File: src/rtl/chi_pkg.sv
package chi_pkg;

    localparam int FRAC_BITS = 16;
    localparam int SW  = FRAC_BITS + 1;
    localparam int SQW = 2 * FRAC_BITS + 2;
    localparam int CW  = FRAC_BITS + 4;
    localparam int QB  = FRAC_BITS + 35;
    localparam int VW  = FRAC_BITS + 70;
    localparam int PW  = FRAC_BITS + 38;

    localparam logic [SW-1:0] S_ONE   = SW'(1) << FRAC_BITS;
    localparam logic [VW-1:0] V_HALF  = VW'(1) << (FRAC_BITS - 1);
    localparam logic [PW-1:0] P_HALF  = PW'(1) << (FRAC_BITS - 1);
    localparam logic [31:0]   SAT_POS = 32'h7fff_ffff;
    localparam logic [31:0]   SAT_NEG = 32'h8000_0000;

    typedef logic signed [CW-1:0] t_coef;

    typedef struct packed {
        logic [31:0]        query_time;
        logic [31:0]        start_time;
        logic [31:0]        end_time;
        logic signed [31:0] start_value;
        logic signed [31:0] start_slope;
        logic signed [31:0] end_value;
        logic signed [31:0] end_slope;
        logic               last_component;
    } t_in_word;

    typedef struct packed {
        logic signed [31:0] value_out;
        logic signed [31:0] slope_out;
        logic               bad_interval;
        logic               saturated;
        logic               last_out;
    } t_out_word;

    typedef struct packed {
        logic valid;
        logic bad;
        logic last;
    } t_side;

    typedef struct packed {
        t_side              side;
        logic [31:0]        h;
        logic [SW-1:0]      s;
        logic signed [31:0] ya;
        logic signed [31:0] dya;
        logic signed [31:0] yb;
        logic signed [31:0] dyb;
    } t_div_word;

    typedef struct packed {
        t_side              side;
        logic [31:0]        h;
        logic               aneg;
        logic [QB-1:0]      amag;
        logic signed [VW-1:0] vsum;
        logic signed [PW-1:0] pd;
    } t_bas_word;

    typedef struct packed {
        t_side              side;
        logic               aneg;
        logic [QB-1:0]      quo;
        logic               rem_nz;
        logic signed [VW-1:0] vsum;
        logic signed [PW-1:0] pd;
    } t_qd_word;

endpackage

File: src/rtl/chi_sdiv.sv
module chi_sdiv (
    input  logic               i_clk,
    input  logic               i_rst_n,
    input  logic               i_en,
    input  logic               i_valid,
    input  chi_pkg::t_in_word  i_data,
    output chi_pkg::t_div_word o_word
);

    typedef struct packed {
        logic                           valid;
        logic                           bad;
        logic                           last;
        logic                           lo;
        logic                           hi;
        logic [31:0]                    h;
        logic [31:0]                    rem;
        logic [chi_pkg::FRAC_BITS-1:0]  quo;
        logic signed [31:0]             ya;
        logic signed [31:0]             dya;
        logic signed [31:0]             yb;
        logic signed [31:0]             dyb;
    } t_sd_stage;

    t_sd_stage r_st [chi_pkg::FRAC_BITS+1];
    t_sd_stage n_st [chi_pkg::FRAC_BITS+1];

    function automatic t_sd_stage f_step(input t_sd_stage x);
        t_sd_stage   y;
        logic [32:0] rem2;
        logic        ge;
        y    = x;
        rem2 = {x.rem, 1'b0};
        ge   = rem2 >= {1'b0, x.h};
        y.rem = ge ? 32'(rem2 - {1'b0, x.h}) : rem2[31:0];
        y.quo = {x.quo[chi_pkg::FRAC_BITS-2:0], ge};
        return y;
    endfunction

    always_comb begin
        n_st[0].valid = i_valid;
        n_st[0].bad   = i_data.end_time <= i_data.start_time;
        n_st[0].last  = i_data.last_component;
        n_st[0].lo    = i_data.query_time <= i_data.start_time;
        n_st[0].hi    = i_data.query_time >= i_data.end_time;
        n_st[0].h     = i_data.end_time - i_data.start_time;
        n_st[0].rem   = i_data.query_time - i_data.start_time;
        n_st[0].quo   = '0;
        n_st[0].ya    = i_data.start_value;
        n_st[0].dya   = i_data.start_slope;
        n_st[0].yb    = i_data.end_value;
        n_st[0].dyb   = i_data.end_slope;
        for (int k = 1; k <= chi_pkg::FRAC_BITS; k++) begin
            n_st[k] = f_step(r_st[k-1]);
        end
    end

    always_ff @(posedge i_clk) begin
        if (!i_rst_n) begin
            for (int k = 0; k <= chi_pkg::FRAC_BITS; k++) begin
                r_st[k].valid <= 1'b0;
            end
        end else if (i_en) begin
            r_st <= n_st;
        end
    end

    always_comb begin
        o_word.side.valid = r_st[chi_pkg::FRAC_BITS].valid;
        o_word.side.bad   = r_st[chi_pkg::FRAC_BITS].bad;
        o_word.side.last  = r_st[chi_pkg::FRAC_BITS].last;
        o_word.h          = r_st[chi_pkg::FRAC_BITS].h;
        o_word.ya         = r_st[chi_pkg::FRAC_BITS].ya;
        o_word.dya        = r_st[chi_pkg::FRAC_BITS].dya;
        o_word.yb         = r_st[chi_pkg::FRAC_BITS].yb;
        o_word.dyb        = r_st[chi_pkg::FRAC_BITS].dyb;
        if (r_st[chi_pkg::FRAC_BITS].lo) begin
            o_word.s = '0;
        end else if (r_st[chi_pkg::FRAC_BITS].hi) begin
            o_word.s = chi_pkg::S_ONE;
        end else begin
            o_word.s = chi_pkg::SW'(r_st[chi_pkg::FRAC_BITS].quo);
        end
    end

    a_rem_below_h: assert property (@(posedge i_clk) disable iff (!i_rst_n)
        r_st[chi_pkg::FRAC_BITS].valid && !r_st[chi_pkg::FRAC_BITS].bad &&
        !r_st[chi_pkg::FRAC_BITS].lo && !r_st[chi_pkg::FRAC_BITS].hi
        |-> r_st[chi_pkg::FRAC_BITS].rem < r_st[chi_pkg::FRAC_BITS].h)
        else $error("position divider remainder not below interval length");

endmodule

File: config.mk
export PLATFORM = sky130hd
export DESIGN_NAME = chi_sdiv
export DESIGN_NICKNAME = d
export VERILOG_FILES = /design/src/rtl/chi_pkg.sv /design/src/rtl/chi_sdiv.sv
export SDC_FILE = /design/constraint.sdc
export NUM_CORES = 2
export LEC_CHECK = 0
export CAP_MARGIN = 20
export CORE_UTILIZATION = 63
export CTS_CLUSTER_DIAMETER = 200
export DETAILED_ROUTE_END_ITERATION = 10
export DONT_BUFFER_PORTS = 1
export GPL_TIMING_DRIVEN = 0
export PLACE_DENSITY = 0.91
export SLEW_MARGIN = 0
export SYNTH_ARGS = -nofsm -noshare
export SYNTH_HDL_FRONTEND = slang
export SYNTH_SLANG_ARGS = --single-unit
File: constraint.sdc
create_clock -name i_clk -period 147.9 [get_ports i_clk]
set_input_delay 29.58 -clock i_clk [delete_from_list [all_inputs] [get_ports i_clk]]
set_output_delay 29.58 -clock i_clk [all_outputs]
set_load 0.005 [all_outputs]
==> metrics.cfg <==
[setup_path]
crit_buf_inv = 13
crit_top_cell = buf_16
required_ns = 148.51
startpoint_type = input pin
critPathMaxFanout = 77
worst_ep_arrival_time_ns = 35.79
path_cells = clkbuf_1, buf_1, and2_4, buf_16, buf_16, buf_16, buf_16, buf_16, buf_12, buf_16, buf_16, buf_16, buf_16, buf_16
crit_path_end_kind = register
crit_slowest_cell = and2_4
worst-setup-path-type = in2reg
max_stage_delay_ns = 0.94
cp_top_family = buffers and inverters

[clocking]
htreeDepth = 5
path_clk_slew_ns = 0.06
cts_buffers = 350
cts_tree = built
insertion_delay_ns = 0.96
cts.repair.resized = 0
ctsHoldBuffers = 0
cts_max_path_buffers = 4
post_cts_buffers = 0
cts.sinks = 3453
cts_root_buffer = clkbuf_16

[timing]
final_max_slew_viol_count = 0
rsz0062_at_grt = no
setup_viol = 0
relSlewSlack = 0.126
skew_ns = 0.0860
min_period_ns = 35.18
period_share = 0.238
finalSetupTns_ns = 0
final-hold-violation-count = 0
worstMarginPinSlew_ns = 1.30
max_freq_mhz = 28.4

[detailed_routing]
first_iter_violations = 6787
drt_first_pass_iters = 6
route.antenna.remaining_nets = 0
drc = 0
drt_wl_total_microns = 302000
wl_per_cell_microns = 23.7
num_vias = 75700
viasPerCell = 5.94

[floorplanning]
initial_utilization = 0.636
ios = 409
die-area_sq_um = 227000
coreArea_sq_um = 223000
row_count = 173
die_w_microns = 476
die_h_microns = 476

[yosys]
syn_inst = 9093
synth_compound_area_frac = 0.0805
synth_cell_type_count = 99
post_synth.cell_area_avg_sq_um = 15.6
synth_top_family_by_area = compound AO/OA/AOI/OAI gates
synth.area.top_cells = edfxtp_1 73%, ha_1 5.4%, inv_1 1.9%, a21oi_1 1.9%, xnor2_1 1.8%
synth_mux_area_frac = 0.0219
synthArstFlopShare = 0
synth_xor_area_frac = 0.0274
synth_top_area_share = 0.728
yosys.area.top_type = edfxtp_1
ys_seq_area_frac = 0.731
syn_nets = 9946
synth_area_sq_um = 142000
yosys.area_share.simple = 0.0506
synthAdderAreaFrac = 0.0560
synth_edf_count = 3436
yosysWarnings = 0
ys.flop_type = edfxtp_1
ys_seq_elements = 3453

[job]
drv_cap = 0

[place]
io_buffers = 0
gp_congestion = 1.02
dpl.hpwl_microns = 197000

[grt]
grtUsageTotal = 0.264
grt_start_max_net_pins = 82
antenna_found_initial = 25
grt_pass1_vias = 77300
grt_pass1_wl_microns = 454000
grt_overflow = 0

[power]
power-per-cell-area_nw_per_um2 = 14.7
leakagePower_nw = 58.6
ir_drop_uv = 12.8

[run_status]
status = finished clean

[final_layout]
final_cell_mix = 3436 x edfxtp_1, 731 x inv_1, 607 x ha_1, 546 x a21oi_1, 419 x nor2_1
drive_gt1_frac = 0.109
fillers = 13600
mostFrequentLayoutCell = edfxtp_1
fin_nets = 10400
final_util = 0.709
area_growth_pct = 11.6

[min_path]
hp-class = reg2reg

power breakdown:
group	internal [W]	switching [W]
logic	0.000114	0.000170
registers	0.00114	0.0000270
clock network	0.000512	0.000366
total	0.00177	0.000563
registers in the layout (all words and copies together) (netlist names):
| register | flops |
|---|---|
| o_word | 163 |
| n_st | 2760 |
| r_st | 530 |
kinds of logic (layout without fill, tap and decap cells):
logic type,Yosys count,after routing
flops,3453,3453
compound gates,1779,1779
simple gates,1466,1466
buf+inv,1055,1721
fa+ha+maj,624,624
xor+xnor,444,444
mux,272,272
other cells,0,13
cell usage after synthesis (17+ instances only):
cell / n
mux2_4: 21
nand3_1: 123
xnor2_1: 297
dfxtp_1: 17
o21bai_1: 79
nand2_1: 342
and4_1: 18
mux2_2: 218
o31ai_1: 45
a21boi_0: 36
edfxtp_1: 3436
o31a_1: 21
nand4_1: 104
nor4_1: 24
and3_1: 50
nor3_1: 73
fa_1: 17
inv_1: 731
xor2_1: 147
a31oi_1: 62
or2_2: 21
a21oi_1: 546
o211ai_1: 29
a211oi_1: 33
nand2b_1: 70
and2_1: 53
buf_2: 33
mux2i_1: 30
nor2b_1: 97
clkbuf_1: 114
or3_1: 27
ha_1: 607
o21a_1: 73
o21ai_1: 22
buf_4: 168
nor2_1: 420
o21ai_0: 345
a21o_1: 308
worst register-to-register path: stages, from the launching register on:
cell and delay [ns]:
edfxtp_1 0.49, inv_1 0.08, ha_1 0.38, inv_1 0.10, nor3_1 0.75, nand4_1 0.23, nor3_1 0.33, a21oi_1 0.15
o211ai_1 0.12, a211oi_1 0.16, nor2_1 0.77, clkbuf_1 0.59, buf_2 0.39, a21oi_1 0.15
layout make-up:
cell class | count | area (sq um) | area share
Clock inverter | 197 | 2080 | 0.0131
Tap cell | 2975 | 3720 | 0.0235
Clock buffer | 415 | 9130 | 0.0578
Timing Repair Buffer | 54 | 1410 | 0.00890
Inverter | 732 | 2750 | 0.0174
Multi-Input combinational cell | 4585 | 33500 | 0.212
Sequential cell | 3453 | 104000 | 0.655
Buffer | 323 | 1930 | 0.0122
Antenna cell | 13 | 32.5 | 0.000206
routing by layer:
metal / up-vias / routed length, microns / GRT usage
li1: 34800 / - / -
met1: 36600 / 111000 / 0.301
met2: 3262 / 158000 / 0.477
met3: 957 / 16400 / 0.0388
met4: 14 / 17000 / 0.140
met5: - / 98 / 0
final timing paths:
kind | depth (start not counted) | start | slack (ns) | endpoint
setup / recovery | 14 | i_en | 112.72 | n_st[201]
hold / removal | 0 | n_st[2191] | 0.38 | n_st[1978]
setup reg to reg | 13 | n_st[1047] | 142.95 | r_st[1022]
hold reg to reg | 0 | n_st[2191] | 0.38 | n_st[1978]
stage by stage:
stage / total power, W / setup slack [ns] / hold WS, ns / instances / cell area [sq um]
6_report: 0.00233 / 112.72 / 0.378 / 12700 / 158000
5_1_grt: 0.00241 / 112.46 / 0.371 / 12700 / 158000
4_1_cts: 0.00234 / 112.88 / 0.374 / 12700 / 158000
3_5_place_dp: 0.00146 / 111.95 / 0.405 / 12100 / 147000
3_3_place_gp: 0.00164 / 13.92 / 0.400 / 12100 / 145000
2_1_floorplan: 0.00153 / 36.13 / 0.400 / 9093 / 142000
No activity file was read; power rests on OpenSTA's default activity.
