File: config.mk
export PLATFORM = sky130hd
export DESIGN_NAME = chi_out
export DESIGN_NICKNAME = d
export VERILOG_FILES = /design/src/rtl/chi_pkg.sv /design/src/rtl/chi_out.sv
export SDC_FILE = /design/constraint.sdc
export NUM_CORES = 1
export LEC_CHECK = 0
export BUFFER_PORTS_ARGS = -buffer_cell sky130_fd_sc_hd__buf_2
export CORE_ASPECT_RATIO = 1.2
export CORE_MARGIN = 10
export CORE_UTILIZATION = 60
export CTS_BUF_LIST = sky130_fd_sc_hd__clkbuf_4
export CTS_CLUSTER_SIZE = 16
export DETAILED_ROUTE_END_ITERATION = 12
export GPL_TIMING_DRIVEN = 0
export HOLD_SLACK_MARGIN = 0.15
export PLACE_DENSITY = 0.94
export SLEW_MARGIN = 40
export SYNTH_ARGS = -nofsm -noshare
export SYNTH_HDL_FRONTEND = slang
export SYNTH_SLANG_ARGS = --single-unit
File: constraint.sdc
create_clock -name i_clk -period 4.5 [get_ports i_clk]
set_input_delay 0.9 -clock i_clk [delete_from_list [all_inputs] [get_ports i_clk]]
set_output_delay 0.9 -clock i_clk [all_outputs]
set_load 0.005 [all_outputs]
File: src/rtl/chi_pkg.sv
package chi_pkg;

    localparam int FRAC_BITS = 16;
    localparam int SW  = FRAC_BITS + 1;
    localparam int SQW = 2 * FRAC_BITS + 2;
    localparam int CW  = FRAC_BITS + 4;
    localparam int QB  = FRAC_BITS + 35;
    localparam int VW  = FRAC_BITS + 70;
    localparam int PW  = FRAC_BITS + 38;

    localparam logic [SW-1:0] S_ONE   = SW'(1) << FRAC_BITS;
    localparam logic [VW-1:0] V_HALF  = VW'(1) << (FRAC_BITS - 1);
    localparam logic [PW-1:0] P_HALF  = PW'(1) << (FRAC_BITS - 1);
    localparam logic [31:0]   SAT_POS = 32'h7fff_ffff;
    localparam logic [31:0]   SAT_NEG = 32'h8000_0000;

    typedef logic signed [CW-1:0] t_coef;

    typedef struct packed {
        logic [31:0]        query_time;
        logic [31:0]        start_time;
        logic [31:0]        end_time;
        logic signed [31:0] start_value;
        logic signed [31:0] start_slope;
        logic signed [31:0] end_value;
        logic signed [31:0] end_slope;
        logic               last_component;
    } t_in_word;

    typedef struct packed {
        logic signed [31:0] value_out;
        logic signed [31:0] slope_out;
        logic               bad_interval;
        logic               saturated;
        logic               last_out;
    } t_out_word;

    typedef struct packed {
        logic valid;
        logic bad;
        logic last;
    } t_side;

    typedef struct packed {
        t_side              side;
        logic [31:0]        h;
        logic [SW-1:0]      s;
        logic signed [31:0] ya;
        logic signed [31:0] dya;
        logic signed [31:0] yb;
        logic signed [31:0] dyb;
    } t_div_word;

    typedef struct packed {
        t_side              side;
        logic [31:0]        h;
        logic               aneg;
        logic [QB-1:0]      amag;
        logic signed [VW-1:0] vsum;
        logic signed [PW-1:0] pd;
    } t_bas_word;

    typedef struct packed {
        t_side              side;
        logic               aneg;
        logic [QB-1:0]      quo;
        logic               rem_nz;
        logic signed [VW-1:0] vsum;
        logic signed [PW-1:0] pd;
    } t_qd_word;

endpackage

File: src/rtl/chi_out.sv
module chi_out (
    input  logic               i_clk,
    input  logic               i_rst_n,
    input  logic               i_en,
    input  chi_pkg::t_qd_word  i_word,
    output logic               o_valid,
    output chi_pkg::t_out_word o_data
);

    chi_pkg::t_side                r1_side, r2_side;
    logic signed [chi_pkg::PW-1:0] n1_q, r1_q, r1_pd, r2_ssum;
    logic signed [chi_pkg::VW-1:0] r1_vsum, r2_vr;
    logic [32:0]                   n3_v, n3_s;
    logic                          r_valid;
    chi_pkg::t_out_word            r_out, n_out;

    function automatic logic [32:0] f_sat(input logic signed [chi_pkg::VW-1:0] x);
        logic signed [chi_pkg::VW-1:0] t;
        logic                          fits;
        t    = x >>> chi_pkg::FRAC_BITS;
        fits = (&t[chi_pkg::VW-1:31]) | ~(|t[chi_pkg::VW-1:31]);
        if (fits) begin
            return {1'b0, t[31:0]};
        end
        return {1'b1, t[chi_pkg::VW-1] ? chi_pkg::SAT_NEG : chi_pkg::SAT_POS};
    endfunction

    always_comb begin
        if (i_word.aneg) begin
            n1_q = -$signed(chi_pkg::PW'(i_word.quo)) - $signed(chi_pkg::PW'(i_word.rem_nz));
        end else begin
            n1_q = $signed(chi_pkg::PW'(i_word.quo));
        end
        n3_v = f_sat(r2_vr);
        n3_s = f_sat(chi_pkg::VW'(r2_ssum));
        n_out.last_out     = r2_side.last;
        n_out.bad_interval = r2_side.bad;
        if (r2_side.bad) begin
            n_out.value_out = '0;
            n_out.slope_out = '0;
            n_out.saturated = 1'b0;
        end else begin
            n_out.value_out = $signed(n3_v[31:0]);
            n_out.slope_out = $signed(n3_s[31:0]);
            n_out.saturated = n3_v[32] | n3_s[32];
        end
    end

    always_ff @(posedge i_clk) begin
        if (!i_rst_n) begin
            r1_side <= '0;
            r2_side <= '0;
            r_valid <= 1'b0;
        end else if (i_en) begin
            r1_side <= i_word.side;
            r2_side <= r1_side;
            r_valid <= r2_side.valid;
        end
    end

    always_ff @(posedge i_clk) begin
        if (i_en) begin
            r1_q    <= n1_q;
            r1_pd   <= i_word.pd;
            r1_vsum <= i_word.vsum;
            r2_ssum <= r1_q + r1_pd + $signed(chi_pkg::P_HALF);
            r2_vr   <= r1_vsum + $signed(chi_pkg::V_HALF);
            r_out   <= n_out;
        end
    end

    assign o_valid = r_valid;
    assign o_data  = r_out;

    a_bad_zero: assert property (@(posedge i_clk) disable iff (!i_rst_n)
        r_valid && r_out.bad_interval
        |-> r_out.value_out == 0 && r_out.slope_out == 0 && !r_out.saturated)
        else $error("empty interval word carries nonzero result");

endmodule

==> impl_metrics.csv, run 1 <==
group,metric,value,unit
cts,postCtsHoldBufs,0,
timing,maxSlewViolCount,0,
logic_synthesis,synth_mux_area_share,1.01,%
die,fp.dieH,220,um
cts,clkTransAtPathRegs,70,ps
die,die_x,187,um
logic_synthesis,seq_area_frac_synth,53.6,%
worst_setup_path,path_max_fanout,4,
logic_synthesis,synth_edf_count,354,
cts,cts-root-buf,"clkbuf_4",
logic_synthesis,syn_avg_cell_area,11.5,sq um
logic_synthesis,synth_seq_cells,361,
logic_synthesis,syn_inst,1752,
logic_synthesis,synthArstFlopShare,0,%
cts,cts_max_level,3,
logic_synthesis,synth_area_leaders,"edfxtp_1 53%, ha_1 9.8%, xnor2_1 4.7%",
cells_and_area,area_growth,15.2,%
logic_synthesis,yosys.area.top_type,"edfxtp_1",
timing,tightest_slew,876,ps
die,initial_utilization,60.7,%
timing,rsz0062_at_grt,"false",
die,die_area,41200,sq um
global_routing,grt_max_degree,89,
global_routing,track_usage,23.1,%
placement,hpwl,37800,um
cells_and_area,final_area,23100,sq um
logic_synthesis,synth_xor_area_share,6.50,%
logic_synthesis,synth_top_family_by_area,"compound AO/OA/AOI/OAI gates",
logic_synthesis,yosys_warnings,0,
logic_synthesis,synth_compound_area_share,13.3,%
cts,cts_max_path_buffers,3,
timing,relSlewSlack,41.2,%
die,rows,73,
power,power.leakage,0.00949,uW
global_routing,grt_pass1_vias,15406,
worst_setup_path,max_stage_delay,560,ps
power,powerDensity,399,nW/um^2
die,ios,267,
logic_synthesis,yosys.area_share.simple,12.5,%
placement,gp_congestion,0.961,
cts,cts_setup_buffers,0,
drt,ant_nets,0,
job,drv_cap,0,
worst_setup_path,timing.setup.critical_path_class,"primary input to flop",
worst_setup_path,path_buf_inv,3,
worst_setup_path,worstSetupEndpointType,"flop",
drt,first_iter_violations,1107,
cts,post_cts_resized,0,
drt,drc,0,
timing,whs,362,ps
logic_synthesis,synth-adder-area-share,9.85,%
placement,dpl_cell_area,22000,sq um
drt,avgViaCountPerCell,5.83,
drt,drt-total-wl,48800,um
cts,cts_tree,"built",
die,design.core.area,33100,sq um
worst_setup_path,cp.arrival,4100,ps
drt,drtPass1Iterations,5,
cells_and_area,drive_gt1_share,20.6,%
min_path,hp-class,"primary input to flop",
logic_synthesis,synth_nets,2109,
cells_and_area,final_common_cell,"edfxtp_1",
run_status,status,"finished clean",
timing,finalCritPeriodShare,81.5,%
cells_and_area,fin_nets,2449,
logic_synthesis,syn_area,20100,sq um
logic_synthesis,ys.flop_type,"edfxtp_1",
logic_synthesis,synth.top_cell.area_share,53.0,%
drt,vias,15195,
global_routing,antenna_found_initial,1,
cells_and_area,final_cell_mix,"354 x edfxtp_1, 255 x buf_2, 171 x a21oi_1",
worst_setup_path,path_cells,"buf_2 > inv_1 > ha_1 > ha_1 > inv_1 > ha_1 > o21bai_4 > a31oi_4 > nor3_4 > nor4b_4 > o31ai_1 > nand4_1 > a2111oi_0 > nor3b_1 > xor2_1 > mux2i_1",
worst_setup_path,critPathTopFamily,"compound AO/OA/AOI/OAI gates",
worst_setup_path,crit_required,4940,ps
timing,max_freq,273,MHz
power,vdd_ir_drop_max,151,uV
worst_setup_path,worstSetupStartpointType,"primary input",
cts,numCtsBuffers,84,
cts,clock_sinks,361,
timing,fin_crit,3670,ps
placement,io_buffers,250,
timing,finClkSkew,39.5,ps
logic_synthesis,synth_cell_type_count,92,
global_routing,grt_pass1_wl,77000,um
worst_setup_path,crit_top_cell,"ha_1",
worst_setup_path,cp_slowest_cell,"a2111oi_0",
cts,clock_latency,720,ps
global_routing,overflow,0,
drt,wl_per_cell,18.7,um
timing,hold_violations,0,
timing,setup_viol,0,
final cells by class:
type	count	area, sq um
diodes	1	2.50
plain buffers	73	300
clock buffers	113	848
clock inverters	36	259
fillers	2324	9940
inverters	93	349
multi-input cells	1225	8660
flip-flops and latches	361	10800
well taps	450	563
repair buffers	254	1370
path summary, 6_finish.rpt:
path                    start           to  slack (ps)  depth (start not counted)
setup / recovery  i_word[141]     r1_q[47]         830                         16
setup reg to reg     r1_q[16]  r2_ssum[51]         930                         13
hold reg to reg      n_out[0]    o_data[0]         470                          0
hold / removal    i_word[122]  r1_vsum[68]         360                          1
stage by stage:
stage               TNS, ps  total power [uW]  instances  setup WS, ps  utilization [%]
finish                    0              9220       2606           833             69.9
global route              0              9720       2606           674             69.9
detailed placement        0              6570       2456           159             66.6
CTS                       0              9260       2605           915             69.9
global placement    -739530              6480       2452         -2420             66.2
floorplan                 0              5860       1752           836                -
layer usage:
metal	part of all wire (%)	global-route usage, %	up-vias	wire length, um
met5	0	0	-	0
met4	3.0	9.10	0	1450
met3	7.5	4.63	116	3640
met2	51	41.6	674	24700
met1	39	26.9	7166	18900
li1	-	-	7239	-
where the power goes:
part           total [uW]  internal [uW]  switching [uW]
combinational        2150            870            1280
sequential           4390           4220             171
clock                2680           1410            1270
synth_stat cells, drive strengths merged (3+ instances only):
master,number
nand2,148
xnor2,108
nor4,17
xor2,41
o21ai,90
a21o,45
inv,92
a211o,3
a21boi,3
o211ai,5
o21bai,20
o31ai,9
mux2i,18
and4,6
o41ai,3
nor3,22
nor2,110
buf,12
edfxtp,354
nand2b,11
and2,4
nand4,57
a311oi,4
dfxtp,7
nand3,56
o311ai,3
o31a,3
o21a,8
clkbuf,61
and3,15
a21oi,173
nor2b,19
or3,12
a211oi,13
ha,158
a31oi,12
flip-flops by register name (all words and copies together), names as in the netlist:
name / flops
r2_ssum: 38
o_data: 67
n_out: 2
r1_side: 3
r2_vr: 70
o_valid: 1
r1_vsum: 71
r1_pd: 54
r2_side: 1
r1_q: 54
cell families after synthesis:
kind of cell | count (synthesis)
DFF | 361
buffers and inverters | 166
xor gates and xnor gates | 149
and+or+nand+nor | 486
muxes | 20
AOI/OAI and AO/OA | 412
adders and majority gates | 158
(Power assumes the default switching activity.)
==> run 2: changes to the inputs <==
Clock period 4.5 ns to 3.8 ns, I/O delays scaled along.
==> run 2 against run 1 <==
Combinational power increased by 18%. Highest routed layer unchanged. Clock skew decreased by 5.7 ps. Largest cell class unchanged. Core utilization about the same. Worst setup slack got worse by 580 ps. Critical endpoint is now r2_ssum[51].
==> impl_metrics.csv, run 2 (synthesis gave the netlist of run 1 again) <==
group,metric,value,unit
run_status,status,"finished clean",
drt,dr_wl_met3,3480,um
timing,tightest_slew,892,ps
drt,avgViaCountPerCell,5.82,
global_routing,grt_max_degree,89,
power,power.leakage,0.00949,uW
timing,whs,226,ps
drt,first_iter_violations,1186,
timing,relSlewSlack,40.2,%
global_routing,overflow,0,
die,die_x,187,um
die,rows,73,
drt,wl_per_cell,18.7,um
worst_setup_path,cp_slowest_cell,"o41ai_4",
global_routing,antenna_found_initial,1,
cells_and_area,fin_nets,2449,
timing,rsz0062_at_grt,"false",
worst_setup_path,worstSetupEndpointType,"flop",
cts,numCtsBuffers,84,
worst_setup_path,path_max_fanout,8,
placement,io_buffers,250,
die,fp.dieH,220,um
die,ios,267,
worst_setup_path,timing.setup.critical_path_class,"flop to flop",
worst_setup_path,r2r_start,"r1_q[16]",
worst_setup_path,worstRegToRegCells,13,
drt,drc,0,
worst_setup_path,cp-endpoint,"r2_ssum[51]",
worst_setup_path,startpoint,"r1_q[16]",
cts,cts-root-buf,"clkbuf_4",
worst_setup_path,worstSetupStartpointType,"flop",
cts,cts_max_path_buffers,3,
worst_setup_path,crit_required,4230,ps
global_routing,track_usage,23.1,%
timing,setup_viol,0,
worst_setup_path,path_buf_inv,1,
drt,drtPass1Iterations,5,
cells_and_area,final_common_cell,"edfxtp_1",
min_path,hp-class,"primary input to flop",
die,die_area,41200,sq um
cts,cts_max_level,3,
timing,finalCritPeriodShare,93.4,%
drt,vias,15163,
cts,cts_tree,"built",
global_routing,grt_pass1_wl,77000,um
cells_and_area,drive_gt1_share,20.6,%
die,initial_utilization,60.7,%
die,design.core.area,33100,sq um
timing,maxSlewViolCount,0,
drt,top_layer_used,"met4",
worst_setup_path,critPathTopFamily,"compound AO/OA/AOI/OAI gates",
placement,hpwl,37800,um
power,powerDensity,472,nW/um^2
worst_setup_path,cp.arrival,3980,ps
cells_and_area,largest-register,"r1_vsum",
power,power.total,10900,uW
cts,clock_sinks,361,
cells_and_area,fillers,2323,
cells_and_area,largest_reg_flops,71,
drt,wl_met1,18900,um
timing,hold_violations,0,
worst_setup_path,path_cells,"ha_1 > ha_1 > buf_4 > nand2_1 > o21ai_0 > a21oi_1 > o21ai_0 > o31a_4 > a31oi_4 > o41ai_4 > a31oi_2 > o31ai_2 > xor2_1",
power,vdd_ir_drop_max,179,uV
worst_setup_path,cp.depth,13,
cells_and_area,final_cell_mix,"354 x edfxtp_1, 255 x buf_2, 171 x a21oi_1",
timing,fin_crit,3550,ps
cts,clock_latency,710,ps
worst_setup_path,reg2reg_to,"r2_ssum[51]",
worst_setup_path,rrSetupSlack,250,ps
job,drv_cap,0,
cts,clkTransAtPathRegs,70,ps
timing,finClkSkew,33.9,ps
placement,gp_congestion,0.961,
global_routing,grt_pass1_vias,15406,
worst_setup_path,max_stage_delay,430,ps
drt,drt-total-wl,48700,um
drt,dr_wl_met2,24900,um
timing,max_freq,282,MHz
drt,ant_nets,0,
cells_and_area,area_growth,15.2,%
==> run 2: cell counts in the layout (fill, tap and decap cells not counted) <==
No cell type changed its count.
==> run 2: how the worst min path moves through the flow <==
stage                           start          end  slack [ps]  depth (start not counted)
final                     i_word[122]  r1_vsum[68]         230                          1
after global routing      i_word[117]  r1_vsum[63]         150                          1
after CTS                 i_word[117]  r1_vsum[63]         150                          1
after detailed placement     n_out[0]    o_data[0]         450                          0
after global placement       n_out[0]    o_data[0]         410                          0
after floorplan              n_out[0]    o_data[0]         410                          0
==> run 2: layout make-up <==
cell class | count | area [sq um] | area share (%)
Clock inverter | 36 | 259 | 1.12
Inverter | 93 | 349 | 1.51
Sequential cell | 361 | 10800 | 46.6
Antenna cell | 1 | 2.50 | 0.0108
Timing Repair Buffer | 254 | 1370 | 5.93
Multi-Input combinational cell | 1225 | 8670 | 37.5
Buffer | 73 | 300 | 1.30
Tap cell | 450 | 563 | 2.43
Clock buffer | 113 | 848 | 3.67
==> run 2: worst register-to-register path: stages (launching register included) <==
cell      delay, ps
edfxtp_1        380
ha_1            320
ha_1            290
buf_4           150
nand2_1          60
o21ai_0         400
a21oi_1          90
o21ai_0         220
o31a_4          220
a31oi_4         130
o41ai_4         430
a31oi_2         210
o31ai_2         270
xor2_1           90
==> run 2: power by group <==
part           internal [uW]  total, uW  switching, uW  leakage [uW]
sequential              5000       5200            203       0.00352
clock                   1670       3170           1500      0.000650
combinational           1030       2540           1510       0.00532
total                   7700      10900           3220       0.00949
==> run 2: what timing repair did <==
action                                  in CTS  in global routing
hold buffers                                 0                  0
gates resized for setup                      0                  1
buffers inserted                             0                  0
endpoints found under the setup margin       0                  1
==> run 2: through the flow <==
stage          setup WS, ps  cell area [sq um]  utilization (%)  cells  setup TNS, ps
5_1_grt                50.7              23100             70.0   2606              0
3_3_place_gp          -2980              21900             66.2   2452        -943160
3_5_place_dp           -401              22000             66.6   2456          -2040
4_1_cts                 215              23100             69.9   2605              0
6_report                249              23100             70.0   2606              0
2_1_floorplan           276              20100                -   1752              0
==> run 2: metal layers <==
metal,vias to the layer above,global-route usage [%]
li1,7236,-
met1,7172,26.9
met2,648,41.6
met3,107,4.63
met4,0,9.10
met5,-,0
